## src/sv/hgcd_pkg.sv

```systemverilog
// hgcd_pkg: shared widths, constants, types and helper functions for the
// haversine distance unit; used by every module in the sv folder
`timescale 1ns / 1ps

package hgcd_pkg;

  localparam int ANGLE_FRAC_BITS   = 20;
  localparam int CORDIC_STAGES_DEF = 24;
  localparam int CW                = 34;
  localparam int RAD_W             = 23;
  localparam int DIST_W            = 25;
  localparam int ROOT_W            = 31;
  localparam int REM_W             = 64;
  localparam int ANG_W             = 29;
  localparam int PROD_W            = 57;
  localparam int A_W               = 31;

  localparam logic [RAD_W-1:0]         RADIUS_RESET = RAD_W'(6371000);
  localparam logic signed [27:0]       DEG2RAD_Q32  = 28'sd74961321;
  localparam logic signed [CW-1:0]     GAIN_Q30     = CW'(652032874);
  localparam logic signed [CW-1:0]     HALF_PI_Q30  = CW'(1686629713);
  localparam logic [A_W-1:0]           ONE_Q30      = A_W'(1) << 30;
  localparam logic                     REG_RADIUS   = 1'b0;

  typedef struct packed {
    logic signed [CW-1:0] x;
    logic signed [CW-1:0] y;
    logic signed [CW-1:0] z;
  } cordic_t;

  typedef struct packed {
    logic [REM_W-1:0]  rem;
    logic [ROOT_W-1:0] root;
  } sqrt_t;

  typedef struct packed {
    logic                    flip;
    logic signed [ANG_W-1:0] ang;
  } fold_t;

  function automatic logic signed [CW-1:0] atan_q30(input int i);
    logic signed [CW-1:0] v;
    case (i)
      0: v = CW'(843314856);
      1: v = CW'(497837829);
      2: v = CW'(263043836);
      3: v = CW'(133525158);
      4: v = CW'(67021686);
      5: v = CW'(33543515);
      6: v = CW'(16775850);
      7: v = CW'(8388437);
      8: v = CW'(4194282);
      9: v = CW'(2097149);
      default: v = (i <= 30) ? ((CW'(1) << (30 - i)) - CW'(1)) : '0;
    endcase
    return v;
  endfunction

  // wrap into one turn, then fold into a quarter turn
  function automatic fold_t fold_deg(input logic signed [31:0] v, input int fb);
    logic signed [31:0] half;
    logic signed [31:0] turn;
    logic signed [31:0] quarter;
    logic signed [31:0] r;
    fold_t f;
    half    = 32'sd180 <<< fb;
    turn    = 32'sd360 <<< fb;
    quarter = 32'sd90 <<< fb;
    r       = v;
    f.flip  = 1'b0;
    if (r >= half) begin
      r = r - turn;
    end else if (r < -half) begin
      r = r + turn;
    end
    if (r > quarter) begin
      r      = half - r;
      f.flip = 1'b1;
    end else if (r < -quarter) begin
      r      = -half - r;
      f.flip = 1'b1;
    end
    f.ang = ANG_W'(r);
    return f;
  endfunction

  function automatic logic signed [CW-1:0] mulq(input logic signed [CW-1:0] a,
                                                input logic signed [CW-1:0] b);
    logic signed [2*CW-1:0] p;
    p = a * b;
    p = (p + ((2*CW)'(1) <<< 29)) >>> 30;
    return CW'(p);
  endfunction

endpackage

```

## src/sv/hgcd_cordic_cell.sv

```systemverilog
// hgcd_cordic_cell: one registered CORDIC micro-rotation, rotation or vectoring
// depends on hgcd_pkg
`timescale 1ns / 1ps

module hgcd_cordic_cell #(
  parameter int Stage     = 0,
  parameter bit Vectoring = 1'b0
) (
  input  logic              clk_i,
  input  hgcd_pkg::cordic_t cell_i,
  output hgcd_pkg::cordic_t cell_o
);
  import hgcd_pkg::*;

  localparam logic signed [CW-1:0] Atan = atan_q30(Stage);

  logic signed [CW-1:0] dx;
  logic signed [CW-1:0] dy;
  logic                 turn_neg;
  cordic_t              res_d;
  cordic_t              res_q;

  always_comb begin
    dx       = cell_i.y >>> Stage;
    dy       = cell_i.x >>> Stage;
    turn_neg = Vectoring ? (cell_i.y > 0) : (cell_i.z < 0);
    if (turn_neg) begin
      res_d.x = cell_i.x + dx;
      res_d.y = cell_i.y - dy;
      res_d.z = cell_i.z + Atan;
    end else begin
      res_d.x = cell_i.x - dx;
      res_d.y = cell_i.y + dy;
      res_d.z = cell_i.z - Atan;
    end
  end

  always_ff @(posedge clk_i) begin
    res_q <= res_d;
  end

  assign cell_o = res_q;

endmodule

```

## config.mk

```make
export PLATFORM = sky130hd
export DESIGN_NAME = hgcd_cordic_cell
export DESIGN_NICKNAME = d
export VERILOG_FILES = /design/src/sv/hgcd_pkg.sv /design/src/sv/hgcd_cordic_cell.sv
export SDC_FILE = /design/constraint.sdc
export NUM_CORES = 1
export LEC_CHECK = 0
export BUFFER_PORTS_ARGS = -buffer_cell sky130_fd_sc_hd__buf_2
export CAP_MARGIN = 10
export CORE_MARGIN = 3
export CORE_UTILIZATION = 45
export CTS_BUF_LIST = sky130_fd_sc_hd__clkbuf_16
export DETAILED_ROUTE_END_ITERATION = 8
export PLACE_DENSITY = 0.76
export SETUP_SLACK_MARGIN = 0.5
export SLEW_MARGIN = 20
export SYNTH_ARGS = -nofsm -noshare
export SYNTH_HDL_FRONTEND = slang
export SYNTH_SLANG_ARGS = --single-unit
```

## constraint.sdc

```tcl
create_clock -name clk_i -period 4.1 [get_ports clk_i]
set_clock_uncertainty 0.15 [all_clocks]
set_input_delay 0.205 -clock clk_i [delete_from_list [all_inputs] [get_ports clk_i]]
set_output_delay 0.205 -clock clk_i [all_outputs]
set_load 0.02 [all_outputs]
```

* After elaboration in Yosys (flattened, before gate mapping)
Cells that the tools add are included.
Widths: inputs -> output; s select.
** Storage, ports and cells
- Register bits after elaboration :: 102
- Latch bits :: 0
- Memory bits (writable) :: 0
- Bits in read-only memories :: 0
- Output and inout port bits :: 102
- Logic and storage cells :: 10
- Memories :: 0
** Cells by class
- Add/sub/neg operators :: 5
- $mul :: 0
- Div/mod/pow operators :: 0
- $lt $le $gt $ge :: 1
- Eq/ne operators :: 0
- Shift-type cells :: 0
- Multiplexer cells :: 1
- Bitwise logic cells :: 0
- Reduce and logical (&&, ||, !) cells :: 0
** Operator list (number)
- $mux 102 :: 1
- $sub 34x34->34 :: 2
- $add 34x31->34 const B :: 1
- $add 34x34->34 :: 1
- $lt 34x1->1 const B :: 1
- $sub 34x31->34 const B :: 1

* Depth between registers and ports, before layout
- Depth after elaboration :: 2
- Mapped depth :: 14
- Mapped depth without buffers :: 12

* Worst setup path after synthesis
No wires, ideal clock.
- Path kind :: input -> register
- From :: in cell_i[33] in the netlist's numbering
- To :: reg res_q, in the netlist cell_o[30]
- Library setup time :: 0.072 ns
- Arrival :: 3.626 ns
- Path slack :: 0.252 ns
- Stages on the path :: 14
- Path through :: clkbuf_1 clkinv_1 clkbuf_1 buf_1 ha_1 a21oi_1 o21ai_0 a311oi_1 a211oi_1 a311o_1 a221oi_1 o21ai_0 a21oi_1 xnor2_1
** RTL lines
- from (decl) :: RTL line hgcd_cordic_cell.sv:10 : input hgcd_pkg::cordic_t cell_i,
- to (signal assigned) :: RTL line hgcd_cordic_cell.sv:39 : res_q <= res_d;
- to (decl) :: RTL line hgcd_cordic_cell.sv:21 : cordic_t res_q;

==> impl_metrics.csv <==
group,metric,value,unit
placed_design,hpwlAfterDp,22300,um
die,core-area,0.0198,mm^2
logic_synthesis,synth.distinct_cells,81,
critical_path,worstSetupStartpointType,"input port",
sta,setup_tns,0,ns
finish,largest_reg_flops,101,
logic_synthesis,synth_area,0.00923,mm^2
outcome,outcome,"complete, no violations",
critical_path,cp.arrival,3.63,ns
global_routing,grt_pass1_vias,8627,
power_and_ir_drop,cellLeakagePower,5.19,nW
detailed_routing,routed_wl,28100,um
logic_synthesis,syn_avg_cell_area,7.79,um^2
sta,hold_violations,0,
critical_path,cp_num_cells,13,
finish,nFillCells,1897,
logic_synthesis,ys_warn_count,0,
global_routing,antenna_found_initial,0,
critical_path,crit_family,"compound AO/OA/AOI/OAI gates",
cts,cts_max_path_buffers,2,
finish,areaGrowthSynthToFinish,17.1,%
logic_synthesis,synth_top_area_share,0.219,
finish,drive_gt1_frac,0.188,
critical_path,critPathMaxFanout,3,
die,die_w,149,um
cts,clkSinkCount,101,
critical_path,critPathBufInv,2,
sta,min_period,3.52,ns
power_and_ir_drop,pwr_density_cell,369,mW/mm^2
global_routing,grt_max_degree,61,
detailed_routing,ant_nets,0,
placed_design,gp_congestion,0.953,
sta,max_freq,284,MHz
run,drv_cap,0,
die,die_h,149,um
detailed_routing,wl_per_cell,17.2,um
cts,clk_pin_slew,0.08,ns
power_and_ir_drop,ir_drop,198,uV
global_routing,grt_pass1_wl,43700,um
logic_synthesis,ys_seq_area_frac,0.219,
sta,relSlewSlack,0.478,
sta,tightest_slew,0.775,ns
critical_path,max_stage_delay,0.54,ns
sta,rsz0062_at_grt,"yes",
die,start_util,0.466,
finish,nNetsFinal,1598,
critical_path,startpoint,"cell_i[68]",
die,die-area,0.0223,mm^2
cts,htreeDepth,3,
critical_path,cp.required,4.21,ns
cts,cts_made_buffers,9,
sta,slew_violations,0,
logic_synthesis,ys.flop_type,"dfxtp_1",
sta,timing.final.crit_share,0.859,
logic_synthesis,synthTopCellsByArea,"dfxtp_1 (22%), ha_1 (17%), a21oi_1 (8.5%)",
detailed_routing,drt_iter0_markers,818,
cts,cts_tree,"done",
global_routing,overflow,0,
critical_path,crit_end,"cell_o[64]",
global_routing,track_usage,0.241,
sta,finalSetupViolCount,0,
detailed_routing,vias,9444,
logic_synthesis,async_reset_ff_frac,0,
detailed_routing,dr.pass1.iters,5,
logic_synthesis,syn-num-nets,1419,
logic_synthesis,yosysMostFrequentCell,"a21oi_1",
min_path,hp-class,"in -> reg",
logic_synthesis,synth_edf_count,0,
critical_path,end_kind,"flip-flop",
critical_path,cp_cell_sequence,"dlygate4sd3_1 > buf_2 > ha_1 > fa_2 > nor2b_1 > o211ai_2 > a211oi_2 > a311o_1 > o211a_1 > o21ba_1 > o21ai_0 > a211oi_1 > a211o_1",
placed_design,port_buffers,204,
logic_synthesis,yosys-top-cells-count,"a21oi_1 (157), ha_1 (128), inv_1 (106), dfxtp_1 (101), o21ai_0 (100)",
finish,final_util,0.546,
critical_path,crit_slowest_cell,"dlygate4sd3_1",
logic_synthesis,synthCells,1184,
logic_synthesis,synth-seq-cells,101,
cts,cts_root_buf,"clkbuf_16",
detailed_routing,drcViolationCount,0,
die,rows,51,
finish,multiInputGateArea,0.00659,mm^2
die,io_pins,205,
detailed_routing,via_per_inst,5.78,
critical_path,worstSetupPathType,"in -> reg",
logic_synthesis,synth_top_area_cell,"dfxtp_1",
finish,regArea,0.00202,mm^2
## layout by cell type, fill, tap and decap left out, types with 27 or more instances in the layout
| cell | count |
|---|---|
| dfxtp_1 | 101 |
| nand2_1 | 55 |
| a21o_1 | 32 |
| ha_1 | 128 |
| inv_1 | 107 |
| buf_2 | 204 |
| nor2_1 | 92 |
| a21oi_1 | 156 |
| o21bai_1 | 27 |
| xnor2_1 | 74 |
| o21ai_0 | 100 |
## routing by layer
metal | vias to the layer above | track usage | share of wire
li1 | 4538 | - | -
met1 | 4346 | 0.328 | 0.44
met2 | 503 | 0.382 | 0.45
met3 | 57 | 0.0459 | 0.087
met4 | 0 | 0.0883 | 0.025
met5 | - | 0 | 0
## metrics by stage
stage	instance area, um^2	instances	setup WS, ns	hold slack [ns]	power [mW]
4_1_cts	10800	1631	0.512	0.0156	3.98
3_3_place_gp	10400	1610	0.632	0.157	3.00
3_5_place_dp	10400	1610	0.517	0.159	3.00
6_report	10800	1634	0.578	0.0153	3.98
2_1_floorplan	9230	1184	0.552	0.0827	2.46
5_1_grt	10800	1633	0.450	0.0389	4.20
## layout make-up
class	instances	share of cell area
Antenna cell	1	0.000232
Clock buffer	9	0.0208
Clock inverter	7	0.00880
Inverter	112	0.0394
Multi-Input combinational cell	925	0.610
Sequential cell	101	0.187
Tap cell	265	0.0307
Timing Repair Buffer	214	0.103
## tightest hold or removal path, stage by stage
cell	delay (ns)
buf_2	0.08
xor2_1	0.08
xnor2_1	0.12
## worst min path at each step
| stage | from | end | cells past startpoint |
|---|---|---|---|
| floorplan | cell_i[0] | cell_o[0] | 0 |
| global placement | cell_i[0] | cell_o[0] | 1 |
| detailed placement | cell_i[1] | cell_o[1] | 1 |
| CTS | cell_i[101] | cell_o[101] | 3 |
| global route | cell_i[101] | cell_o[67] | 3 |
| finish | cell_i[101] | cell_o[101] | 3 |
## where the power goes
group | internal (mW) | switching (mW) | leakage, nW
logic | 0.637 | 1.12 | 4.17
registers | 1.20 | 0.0575 | 0.852
clock network | 0.540 | 0.422 | 0.162
## logic make-up after synthesis
family                     synth area share
xor gates and xnor gates             0.0826
DFF                                   0.219
buffers and inverters                0.0686
AOI/OAI and AO/OA                     0.302
and+or+nand+nor                       0.132
adders and majority gates             0.182
muxes                                0.0134
## what timing repair did
action,CTS,global route
setup endpoints to repair,0,6
resized for setup,0,5
hold endpoints to repair,5,0
setup buffers,0,2
hold buffers,5,0
Power figures use the tool's default switching activity.
