===== config.mk =====
export PLATFORM = sky130hd
export DESIGN_NAME = hgcd_sqrt_cell
export DESIGN_NICKNAME = d
export VERILOG_FILES = /design/src/sv/hgcd_pkg.sv /design/src/sv/hgcd_sqrt_cell.sv
export SDC_FILE = /design/constraint.sdc
export NUM_CORES = 1
export LEC_CHECK = 0
export BUFFER_PORTS_ARGS = -buffer_cell sky130_fd_sc_hd__buf_2
export CAP_MARGIN = 30
export CORE_UTILIZATION = 50
export DETAILED_ROUTE_END_ITERATION = 16
export PLACE_DENSITY = 0.8
export SLEW_MARGIN = 20
export SYNTH_ARGS = -nofsm -noshare
export SYNTH_HDL_FRONTEND = slang
export SYNTH_SLANG_ARGS = --single-unit

===== constraint.sdc =====
create_clock -name clk_i -period 3.6 [get_ports clk_i]
set_input_delay 0.9 -clock clk_i [delete_from_list [all_inputs] [get_ports clk_i]]
set_output_delay 0.9 -clock clk_i [all_outputs]
set_load 0.005 [all_outputs]

===== src/sv/hgcd_pkg.sv =====
// hgcd_pkg: shared widths, constants, types and helper functions for the
// haversine distance unit; used by every module in the sv folder
`timescale 1ns / 1ps

package hgcd_pkg;

  localparam int ANGLE_FRAC_BITS   = 20;
  localparam int CORDIC_STAGES_DEF = 24;
  localparam int CW                = 34;
  localparam int RAD_W             = 23;
  localparam int DIST_W            = 25;
  localparam int ROOT_W            = 31;
  localparam int REM_W             = 64;
  localparam int ANG_W             = 29;
  localparam int PROD_W            = 57;
  localparam int A_W               = 31;

  localparam logic [RAD_W-1:0]         RADIUS_RESET = RAD_W'(6371000);
  localparam logic signed [27:0]       DEG2RAD_Q32  = 28'sd74961321;
  localparam logic signed [CW-1:0]     GAIN_Q30     = CW'(652032874);
  localparam logic signed [CW-1:0]     HALF_PI_Q30  = CW'(1686629713);
  localparam logic [A_W-1:0]           ONE_Q30      = A_W'(1) << 30;
  localparam logic                     REG_RADIUS   = 1'b0;

  typedef struct packed {
    logic signed [CW-1:0] x;
    logic signed [CW-1:0] y;
    logic signed [CW-1:0] z;
  } cordic_t;

  typedef struct packed {
    logic [REM_W-1:0]  rem;
    logic [ROOT_W-1:0] root;
  } sqrt_t;

  typedef struct packed {
    logic                    flip;
    logic signed [ANG_W-1:0] ang;
  } fold_t;

  function automatic logic signed [CW-1:0] atan_q30(input int i);
    logic signed [CW-1:0] v;
    case (i)
      0: v = CW'(843314856);
      1: v = CW'(497837829);
      2: v = CW'(263043836);
      3: v = CW'(133525158);
      4: v = CW'(67021686);
      5: v = CW'(33543515);
      6: v = CW'(16775850);
      7: v = CW'(8388437);
      8: v = CW'(4194282);
      9: v = CW'(2097149);
      default: v = (i <= 30) ? ((CW'(1) << (30 - i)) - CW'(1)) : '0;
    endcase
    return v;
  endfunction

  // wrap into one turn, then fold into a quarter turn
  function automatic fold_t fold_deg(input logic signed [31:0] v, input int fb);
    logic signed [31:0] half;
    logic signed [31:0] turn;
    logic signed [31:0] quarter;
    logic signed [31:0] r;
    fold_t f;
    half    = 32'sd180 <<< fb;
    turn    = 32'sd360 <<< fb;
    quarter = 32'sd90 <<< fb;
    r       = v;
    f.flip  = 1'b0;
    if (r >= half) begin
      r = r - turn;
    end else if (r < -half) begin
      r = r + turn;
    end
    if (r > quarter) begin
      r      = half - r;
      f.flip = 1'b1;
    end else if (r < -quarter) begin
      r      = -half - r;
      f.flip = 1'b1;
    end
    f.ang = ANG_W'(r);
    return f;
  endfunction

  function automatic logic signed [CW-1:0] mulq(input logic signed [CW-1:0] a,
                                                input logic signed [CW-1:0] b);
    logic signed [2*CW-1:0] p;
    p = a * b;
    p = (p + ((2*CW)'(1) <<< 29)) >>> 30;
    return CW'(p);
  endfunction

endpackage


===== src/sv/hgcd_sqrt_cell.sv =====
// hgcd_sqrt_cell: one registered bit of a restoring integer square root
// depends on hgcd_pkg
`timescale 1ns / 1ps

module hgcd_sqrt_cell #(
  parameter int Bit = 0
) (
  input  logic            clk_i,
  input  hgcd_pkg::sqrt_t cell_i,
  output hgcd_pkg::sqrt_t cell_o
);
  import hgcd_pkg::*;

  logic [REM_W-1:0] trial;
  sqrt_t            res_d;
  sqrt_t            res_q;

  always_comb begin
    trial = (REM_W'(cell_i.root) << (Bit + 1)) + (REM_W'(1) << (2 * Bit));
    res_d = cell_i;
    if (cell_i.rem >= trial) begin
      res_d.rem  = cell_i.rem - trial;
      res_d.root = cell_i.root | (ROOT_W'(1) << Bit);
    end
  end

  always_ff @(posedge clk_i) begin
    res_q <= res_d;
  end

  assign cell_o = res_q;

endmodule


Word-level counts from Yosys, hierarchy flattened
Index checks and enable logic that the tools add are counted.
W data, S select, Z words.
{"block": "op_classes", "muxes": 1, "n_lt_le_gt_ge": 1, "n_addsub": 2}
{"operator": "$mux W95", "count": 1}
{"operator": "$ge A64 B33 Y1", "count": 1}
{"operator": "$sub A64 B33 Y64", "count": 1}
{"operator": "$add A32 B1 Y33 const B", "count": 1}
{"block": "totals", "ff_bits": 95, "elab_cells": 7, "output_inout_bits": 95, "input_bits": 96}

Logic depth before layout (Yosys ltp)
{"block": "depth", "depth_word": 3, "ltp_mapped": 14, "ltp_nobuf": 11}

Worst setup path after synthesis
Ideal clock, no wire load.
{"block": "synth_timing", "path_type": "input port to flip-flop", "from": "input port cell_i[23] (netlist name)", "to": "register res_q, in the netlist cell_o[32]", "setup_ns": 0.123, "arrival_ns": 3.196, "stages": 12, "path_slack_ns": 0.281, "required_time_ns": 3.477, "path_buffers": 3, "cell_sequence": "inv_1 > ha_1 > buf_4 > nand2_2 > or4_4 > nor3_1 > o211ai_1 > a21oi_2 > nor2_2 > buf_6 > buf_12 > mux2_1"}
{"item": "start: declaration", "line_no": "hgcd_sqrt_cell.sv:9", "source": "input hgcd_pkg::sqrt_t cell_i,"}
{"item": "end signal: assignment", "line_no": "hgcd_sqrt_cell.sv:28", "source": "res_q <= res_d;"}
{"item": "end: declaration", "line_no": "hgcd_sqrt_cell.sv:16", "source": "sqrt_t res_q;"}

==> summary.md <==
| Metric | Value |
|---|---|
| Multiplexer share of the synthesized area | `0.00826` |
| CTS Buf Count | `9` |
| Root Driver | `clkbuf_8` |
| DR vias/cell | `5.37` |
| Multi-input gate area | `3110 um2` |
| Rel. slew slack | `0.623` |
| Synthesized net count | `740` |
| Setup WS pre-CTS | `-0.140 ns` |
| Share of post-route cells with drive strength above 1 | `0.350` |
| Dpl hpwl | `12,100 um` |
| Chip Height | `105 um` |
| Die X | `105 um` |
| ANT cells | `0` |
| Simple-Gate Fraction of Synth Area | `0.217` |
| First-pass GRT wire length | `24,100 um` |
| IO Pins | `191` |
| Top_reg_cell synth | `dfxtp_1` |
| Post-synth EDFFs | `0` |
| DRT Pass-1 Iters | `5` |
| Hold/Removal Path Class | `in2reg` |
| DRC | `0` |
| Leak Pwr | `0.00313 uW` |
| PostCTS Resize Cnt | `0` |
| Largest family of logic cells by synthesized area | `simple AND/OR/NAND/NOR gates` |
| CP cell instances | `buf_2 > inv_1 > fa_1 > a21oi_1 > nor2_1 > o311a_1 > o211ai_1 > a21oi_2 > or3b_1 > nor4_2 > xor2_1` |
| Cell variety after synth | `67` |
| # clock sinks | `95` |
| RSZ-0062 raised after global routing | `no` |
| # rows | `37` |
| Final Max Slew Viols | `0` |
| Clock slew at reported path FFs | `0.10 ns` |
| Final min period | `3.34 ns` |
| Number of fill cells in the layout | `884` |
| CTS tree | `done` |
| WS Path Type | `in2reg` |
| CP Launch Type | `input pin` |
| Area growth, synth to finish | `28.4%` |
| Max-cap violations | `0` |
| H-tree depth | `3` |
| Vias in the first global route | `5,143` |
| Final worst-path cycle share | `0.929` |
| Number of buffers inserted to repair setup after CTS | `0` |
| Worst-Margin Slew | `0.560 ns` |
| Max FFs per register | `95` |
| GP Congestion | `0.895` |
| Clk buf depth | `2` |
| Avg Cell Area, Syn | `8.68 um2` |
| Starting DRC count in detailed routing | `244` |
| Sequential area share after synthesis | `0.359` |
| HP Start | `cell_i[1]` |
| Setup violators final | `0` |
| Hold Fails Final Rpt | `0` |
| Routed Antenna Nets | `0` |
| Yosys warns | `0` |
| Top delay family on crit path | `compound AO/OA/AOI/OAI gates` |
| Min Hold Slack | `0.635 ns` |
| Post-layout nets | `960` |
| Core Box Area | `10,300 um2` |
| # hold bufs at CTS | `0` |
| Grt ovf | `0` |
| Adder-Cell Fraction of Synth Area | `0.0793` |
| Synth Area in XOR/XNOR | `0.102` |
| #FFs+latches synth | `95` |
| Initial Util | `0.514` |
| Post-route worst setup slack | `0.256 ns` |
| Largest stage delay, worst path | `0.51 ns` |
| Worst setup EP type | `flip-flop` |
| Initial antenna violation count | `0` |
| Cells after Synth | `611` |
| Vias | `5,218` |
| Detailed Route WL | `14,900 um` |
| Worst Hold End | `cell_o[1]` |
| VDD IR max | `0.211 mV` |
| Post-Syn Area | `5300 um2` |
| Die area | `11,000 um2` |
| Max Freq | `299 MHz` |
| Gr usage total | `0.272` |
| PD cells | `391 nW/um2` |
| Buf+Inv Stages, Crit Path | `2` |
| PortBufs | `190` |
| Register area | `1900 um2` |
| Hold path depth | `1` |
| Slowest cell on crit path | `or3b_1` |
| Async set or reset register ratio after synthesis | `0` |
| Wire per inst | `15.3 um` |
| Critical path origin | `cell_i[0]` |
| Required @ worst endpoint | `3.90 ns` |
| Worst Path Arrival | `3.65 ns` |
| Pin count of the biggest net entering global routing | `30` |
| Post-synthesis compound-gate area fraction | `0.178` |
| CP max FO | `6` |
| Status | `finished clean` |
[cell type report]
cell class                 count  area share
multi-input combinational    452       0.456
sequential                    95       0.279
timing repair buffer         232       0.188
tap                          136      0.0250
inverter                      41      0.0226
clock buffer                  10      0.0187
clock inverter                 6      0.0103
[routing by layer]
layer | global-route usage | up-vias | wire, um
met2 | 0.464 | 188 | 7140
met5 | 0 | - | 0
met1 | 0.341 | 2403 | 6470
li1 | - | 2600 | -
met4 | 0.0956 | 0 | 321
met3 | 0.0543 | 27 | 945
[cell families after synthesis]
family,after synthesis
XOR/XNOR,62
buffers and inverters,64
multiplexers,4
flip-flops,95
AND/OR/NAND/NOR,206
AO/OA/AOI/OAI,147
adder cells (fa/ha/maj),33
[cell usage in the layout (no fill, tap or decap), types with 3 or more instances in the layout]
| cell | synthesis | final |
|---|---|---|
| buf_2 | 4 | 190 |
| dfxtp_1 | 95 | 95 |
| nand2_1 | 72 | 72 |
| a21oi_1 | 43 | 43 |
| inv_1 | 41 | 41 |
| buf_4 | 2 | 41 |
| xor2_1 | 38 | 38 |
| ha_1 | 32 | 32 |
| nor2_1 | 27 | 27 |
| o21ai_0 | 24 | 24 |
| xnor2_1 | 24 | 24 |
| o21ai_1 | 16 | 16 |
| nor3_1 | 13 | 13 |
| nand4_1 | 12 | 12 |
| or3_1 | 10 | 10 |
| nor3_2 | 10 | 10 |
| nand3_1 | 10 | 10 |
| o21ai_2 | 10 | 10 |
| nor4_2 | 9 | 9 |
| clkbuf_8 | 0 | 9 |
| nor4_1 | 7 | 7 |
| o21bai_1 | 7 | 7 |
| a211oi_1 | 5 | 5 |
| o211ai_1 | 5 | 5 |
| nand2b_1 | 5 | 5 |
| or2_2 | 5 | 5 |
| or4_1 | 5 | 5 |
| o31ai_1 | 4 | 4 |
| a21o_1 | 4 | 4 |
| nor2b_1 | 3 | 3 |
| o2111ai_1 | 3 | 3 |
| mux2_1 | 3 | 3 |
| and2_1 | 3 | 3 |
| a31oi_1 | 3 | 3 |
| or4_4 | 3 | 3 |
| clkinvlp_4 | 0 | 3 |
[per-stage QoR]
stage | area [um2] | util | power (uW) | instances | setup TNS (ns)
2_1_floorplan | 5300 | - | 1620 | 611 | 0
3_3_place_gp | 6610 | 0.640 | 1940 | 956 | -0.0358
3_5_place_dp | 6610 | 0.640 | 1960 | 956 | -1.08
4_1_cts | 6810 | 0.660 | 2670 | 972 | 0
5_1_grt | 6810 | 0.660 | 2800 | 972 | 0
6_report | 6810 | 0.660 | 2660 | 972 | 0
[how the worst max path moves through the flow]
stage,endpoint,slack [ns],cells past startpoint
final,cell_o[71],0.26,11
after global routing,cell_o[90],0.06,11
after CTS,cell_o[71],0.26,11
after detailed placement,cell_o[71],-0.14,11
after global placement,cell_o[90],-0.02,12
after floorplan,cell_o[32],0.28,12
[synth_stat cells, drive strengths merged, types with 8 or more instances]
library cell / count / share of area
a21oi: 44 / 0.042
buf: 12 / 0.020
or4: 8 / 0.013
ha: 32 / 0.076
nor2: 28 / 0.020
nor4: 16 / 0.029
dfxtp: 95 / 0.36
nand4: 12 / 0.014
xor2: 38 / 0.063
xnor2: 24 / 0.040
nand2: 73 / 0.052
nand3: 11 / 0.011
inv: 41 / 0.029
o21ai: 50 / 0.054
nor3: 23 / 0.031
clkbuf: 11 / 0.0078
or3: 10 / 0.012
[power by group]
group          switching (uW)  total (uW)  internal (uW)
logic                     401         741            340
registers                31.5        1200           1170
clock network             390         715            325
total                     823        2660           1840
No activity file was read; power rests on OpenSTA's default activity.
